File: src/rtl/core/brf_pkg.sv
`default_nettype none

package brf_pkg;

    // Storage geometry
    localparam int DEPTH   = 4096;
    localparam int LANES   = 8;
    localparam int ADDR_W  = $clog2(DEPTH);
    localparam int CNT_W   = ADDR_W + 1;
    localparam int LANE_W  = (LANES > 1) ? $clog2(LANES) : 1;
    localparam int ROWS    = DEPTH / LANES;
    localparam int ROW_W   = (ROWS > 1) ? $clog2(ROWS) : 1;

    // Field widths
    localparam int COUNT_W = 4;
    localparam int DATA_W  = 64;
    localparam int FILL_W  = 13;

    // Request kinds
    localparam logic REQ_PUT = 1'b0;
    localparam logic REQ_GET = 1'b1;

    typedef logic [7:0] byte_t;

    // One bank access
    typedef struct packed {
        logic              we;
        logic              re;
        logic [ROW_W-1:0]  row;
        byte_t             wdata;
    } lane_req_t;

    // Context the merge stage needs to line up a get
    typedef struct packed {
        logic               is_get;
        logic [LANE_W-1:0]  rot;
        logic [COUNT_W-1:0] moved;
    } merge_ctl_t;

endpackage

`default_nettype wire

File: src/rtl/core/brf_merge.sv
`default_nettype none

module brf_merge (
    input  wire brf_pkg::merge_ctl_t    ctl,
    input  wire brf_pkg::byte_t         rdata [brf_pkg::LANES],
    output logic [brf_pkg::DATA_W-1:0]  read_bytes
);
    import brf_pkg::*;

    logic [LANE_W-1:0] src;

    // Rotate banks back into request order, zero past the delivered count.
    always_comb begin
        read_bytes = '0;
        src        = '0;
        for (int i = 0; i < LANES; i++) begin
            src = ctl.rot + LANE_W'(i);
            if (ctl.is_get && (COUNT_W'(i) < ctl.moved)) begin
                read_bytes[8*i +: 8] = rdata[src];
            end
        end
    end

endmodule

`default_nettype wire

File: config.mk
export PLATFORM = sky130hd
export DESIGN_NAME = brf_merge
export DESIGN_NICKNAME = d
export VERILOG_FILES = /design/src/rtl/core/brf_pkg.sv /design/src/rtl/core/brf_merge.sv
export SDC_FILE = /design/constraint.sdc
export NUM_CORES = 1
export LEC_CHECK = 0
export BUFFER_PORTS_ARGS = -buffer_cell sky130_fd_sc_hd__buf_2
export CAP_MARGIN = 20
export CORE_MARGIN = 1
export CORE_UTILIZATION = 40
export DETAILED_ROUTE_END_ITERATION = 16
export PLACE_DENSITY = 0.7
export SLEW_MARGIN = 30
export SYNTH_ARGS = -nofsm -noshare
export SYNTH_HDL_FRONTEND = slang
export SYNTH_SLANG_ARGS = --single-unit
File: constraint.sdc
create_clock -name vclk -period 2.5
set_input_delay 0.25 -clock vclk [all_inputs]
set_output_delay 0.25 -clock vclk [all_outputs]
set_load 0.02 [all_outputs]
Word level (Yosys, flattened, before mapping)
Index checks and enable logic that the tools add are counted.
{"block": "word_totals", "input_bits": 72, "reg_bits": 0}
{"block": "op_classes", "bitwise": 8, "muxes": 32, "n_lt_le_gt_ge": 16, "n_reduce_logical": 8, "addsub": 7}
{"operator": "$bmux 8 s3", "n": 8}
{"operator": "$mux 8", "n": 24}
{"operator": "$ge 4x4->1 const B", "n": 8}
{"operator": "$not 3->4", "n": 8}
{"operator": "$lt 3x4->1 const A", "n": 4}
{"operator": "$add 3x3->3 const B", "n": 4}
{"operator": "$logic_and 1x1->1", "n": 8}
{"operator": "$lt 1x4->1 const A", "n": 2}
{"operator": "$lt 2x4->1 const A", "n": 2}
{"operator": "$add 3x2->3 const B", "n": 2}
{"operator": "$add 3x1->3 const B", "n": 1}

Longest topological paths before layout
{"block": "depth", "word_depth": 6, "ltp_mapped": 11}

Worst setup path before layout
No wires, ideal clock.
{"block": "synth_path", "path_kind": "input-to-output", "startpoint": "input ctl[5] in the netlist's numbering", "endpoint": "output read_bytes[56] in the netlist's numbering", "setup_slack_ns": 0.078, "t_arrival_ns": 2.172, "cell_stages": 11, "t_required_ns": 2.250, "cell_sequence": "buf_6 buf_4 buf_6 inv_1 ha_1 buf_6 buf_6 mux2i_1 nand2_1 o21ai_0 a211oi_1"}
{"block": "synth_via", "elab_chain_cells": 6}
{"item": "start: declaration", "line_no": "brf_merge.sv:4", "rtl": "input wire brf_pkg::merge_ctl_t ctl,"}
{"item": "$add 3x3->3", "line_no": "brf_merge.sv:17", "rtl": "src = ctl.rot + LANE_W'(i);"}
{"item": "$not 3->4 (not written as such)", "line_no": "brf_merge.sv:19", "rtl": "read_bytes[8*i +: 8] = rdata[src];"}
{"item": "$bmux 8 s3", "line_no": "brf_merge.sv:19"}
{"item": "$mux 8 (not written as such) (2 in a row)", "line_no": "brf_merge.sv:19"}
{"item": "$mux 8", "line_no": "brf_merge.sv:18", "rtl": "if (ctl.is_get && (COUNT_W'(i) < ctl.moved)) begin"}
{"item": "end: declaration", "line_no": "brf_merge.sv:6", "rtl": "output logic [brf_pkg::DATA_W-1:0] read_bytes"}
Every way passes these cells. The select of a mux whose other input is x is not followed.

Final worst setup path
Ends and elaborated chain as after synthesis.

==> impl_metrics.csv <==
group,metric,value,unit
status,status,"complete, no violations",
place,dp_hpwl,8.99,mm
logic_synthesis,synthMuxAreaShare,0.498,
setup_path,max_stage_delay,460,ps
sta,setup_ws,122,ps
floorplanning,num_rows,30,
logic_synthesis,synth_most_common_cell,"mux2_2",
sta,tightest_slew,1010,ps
power_and_ir_drop,leakage,1.67,nW
cts,ctsResizeCount,0,
floorplanning,core,6910,µm²
logic_synthesis,ys_warn_count,0,
floorplanning,die_area,7600,µm²
setup_path,cpMaxStageDelayCell,"ha_2",
place,placed_area,3610,µm²
run,cap_violations,0,
setup_path,cp_common_cell,"buf_2",
cts,ctsHoldBuffers,0,
sta,fin_crit_sh,0.951,
sta,slew_headroom,0.321,
setup_path,critPathLaunchType,"input pin",
sta,final-hold-violation-count,0,
logic_synthesis,synth_top_family_by_area,"multiplexers",
final_layout,regArea,0,µm²
route,routedWlPerCell,21.1,µm
sta,setup_viol,0,
sta,fin_crit,2380,ps
setup_path,worstSetupPathType,"in -> out",
setup_path,end_kind,"output port",
final_layout,stdcell_area,3610,µm²
sta,rsz0062_at_grt,"false",
logic_synthesis,synth_cell_types,35,
global_routing,gr-total-overflow,0,
place,dp_cells,549,
logic_synthesis,ys_seq_area_frac,0,
global_routing,grt_pass1_vias,3219,
power_and_ir_drop,design_power_total,0.000974,W
setup_path,critPathArrivalTime,2130,ps
logic_synthesis,yosysTopAreaCell,"mux4_2",
logic_synthesis,synth_top_area_frac,0.233,
sta,timing.fmax,421,MHz
hold_path,min-delay-start,"ctl[7]",
floorplanning,die_h,87.2,µm
route,dr_total_vias,3538,
final_layout,seq_cells,0,
floorplanning,fp.dieW,87.2,µm
route,drt_iter0_markers,294,
logic_synthesis,avgSynthCellArea,8.75,µm²
power_and_ir_drop,power_density,270,nW/µm²
final_layout,n_antenna_cell,0,
final_layout,clockBufferCount,0,
logic_synthesis,synth_adder_area_share,0.00862,
route,viasPerCell,6.44,
sta,finalSetupTns,0,ps
setup_path,worstSetupEndpoint,"read_bytes[56]",
logic_synthesis,synth_compound_area_frac,0.252,
setup_path,crit_start,"ctl[5]",
global_routing,grt_pass1_wl,17.1,mm
final_layout,fin_cells,549,
logic_synthesis,synthTopCellsByArea,"mux4_2 (23%), mux2_2 (15%), a22o_1 (9.7%)",
setup_path,crit_required,2250,ps
hold_path,hold_path.class,"in -> out",
logic_synthesis,synthTopCellsByCount,"mux2_2 (39), nor2_1 (38), a22o_1 (32), mux4_2 (30), mux2i_1 (28)",
hold_path,hold_depth,4,
global_routing,track_usage,0.291,
setup_path,path_cells,"buf_2, inv_1, ha_2, buf_4, mux2_2, o21ai_0, a211oi_1, buf_2",
power_and_ir_drop,vdd_drop_max,0.0788,mV
setup_path,cp_max_fo,16,
place,pre_cts_slack,144,ps
final_layout,multiInputGateArea,2650,µm²
route,drt-pass1-iter-count,5,
final_layout,fill_cells,712,
final_layout,syn_to_final_growth,24.3,%
place,gp_congestion,0.938,
place,port_buffers,136,
route,drc,0,
route,postRouteAntennaNets,0,
cts,cts_setup_buffers,0,
logic_synthesis,syn_area,2900,µm²
logic_synthesis,synthXorXnorAreaFrac,0.00905,
global_routing,antenna_found_initial,0,
floorplanning,initial_core_util,0.420,
logic_synthesis,syn-num-nets,406,
logic_synthesis,synth_cells,332,
logic_synthesis,synthSimpleGateAreaFrac,0.144,
global_routing,grt_max_degree,71,
final_layout,drive_gt1_frac,0.501,
final_layout,final_nets,529,
sta,slew_viol_final,0,
floorplanning,ios,136,
route,totalWireLength,11.6,mm
-- metrics by stage --
step	hold WS (ps)	utilization
finish	1060	0.523
CTS	1040	0.523
floorplan	797	-
detailed placement	1040	0.523
global placement	1050	0.523
global route	1060	0.523
-- logic make-up (layout without fill, tap and decap cells) --
logic type | after synthesis | count (layout)
buffers and inverters | 33 | 154
muxes | 99 | 99
and+or+nand+nor | 87 | 87
AOI/OAI and AO/OA | 108 | 108
adders and majority gates | 2 | 2
xor gates and xnor gates | 3 | 3
-- area by class of cell --
cell class / instances / share of cell area
well taps: 96 / 0.0333
multi-input cells: 299 / 0.734
repair buffers: 150 / 0.228
inverters: 4 / 0.00416
-- cells in the final DEF, fill, tap and decap left out, drive strengths merged --
cell type,instances
o32ai,4
nor2,38
a31oi,3
nor3,5
o21a,1
ha,2
a211oi,4
mux2i,28
nand2,22
mux2,39
and3,1
inv,4
a21o,2
xor2,2
a22o,32
buf,150
xnor2,1
mux4,32
nor4b,5
a21oi,13
o21ai,22
nand3,14
o22ai,27
nand2b,1
or2,1
-- routing by layer --
layer,up-vias,part of all wire,track usage
met4,0,0.017,0.0656
li1,1598,-,-
met5,-,0,0
met3,17,0.090,0.0209
met1,1712,0.41,0.416
met2,211,0.48,0.481
-- how the worst min path moves through the flow --
stage | endpoint | slack, ps
floorplan | read_bytes[56] | 800
global placement | read_bytes[26] | 1050
detailed placement | read_bytes[26] | 1040
CTS | read_bytes[26] | 1040
global route | read_bytes[26] | 1060
finish | read_bytes[26] | 1060
-- where the power goes --
part	leakage (nW)	switching [W]	internal, W
logic	1.67	0.000560	0.000415
clock network	0	0	0
registers	0	0	0
-- critical path, delay by kind of cell --
family | cells | cell delay (ps)
adder cells (fa/ha/maj) | 1 | 460
AO/OA/AOI/OAI | 2 | 420
multiplexers | 1 | 360
buffers and inverters | 4 | 640
No activity file was read; power rests on OpenSTA's default activity.
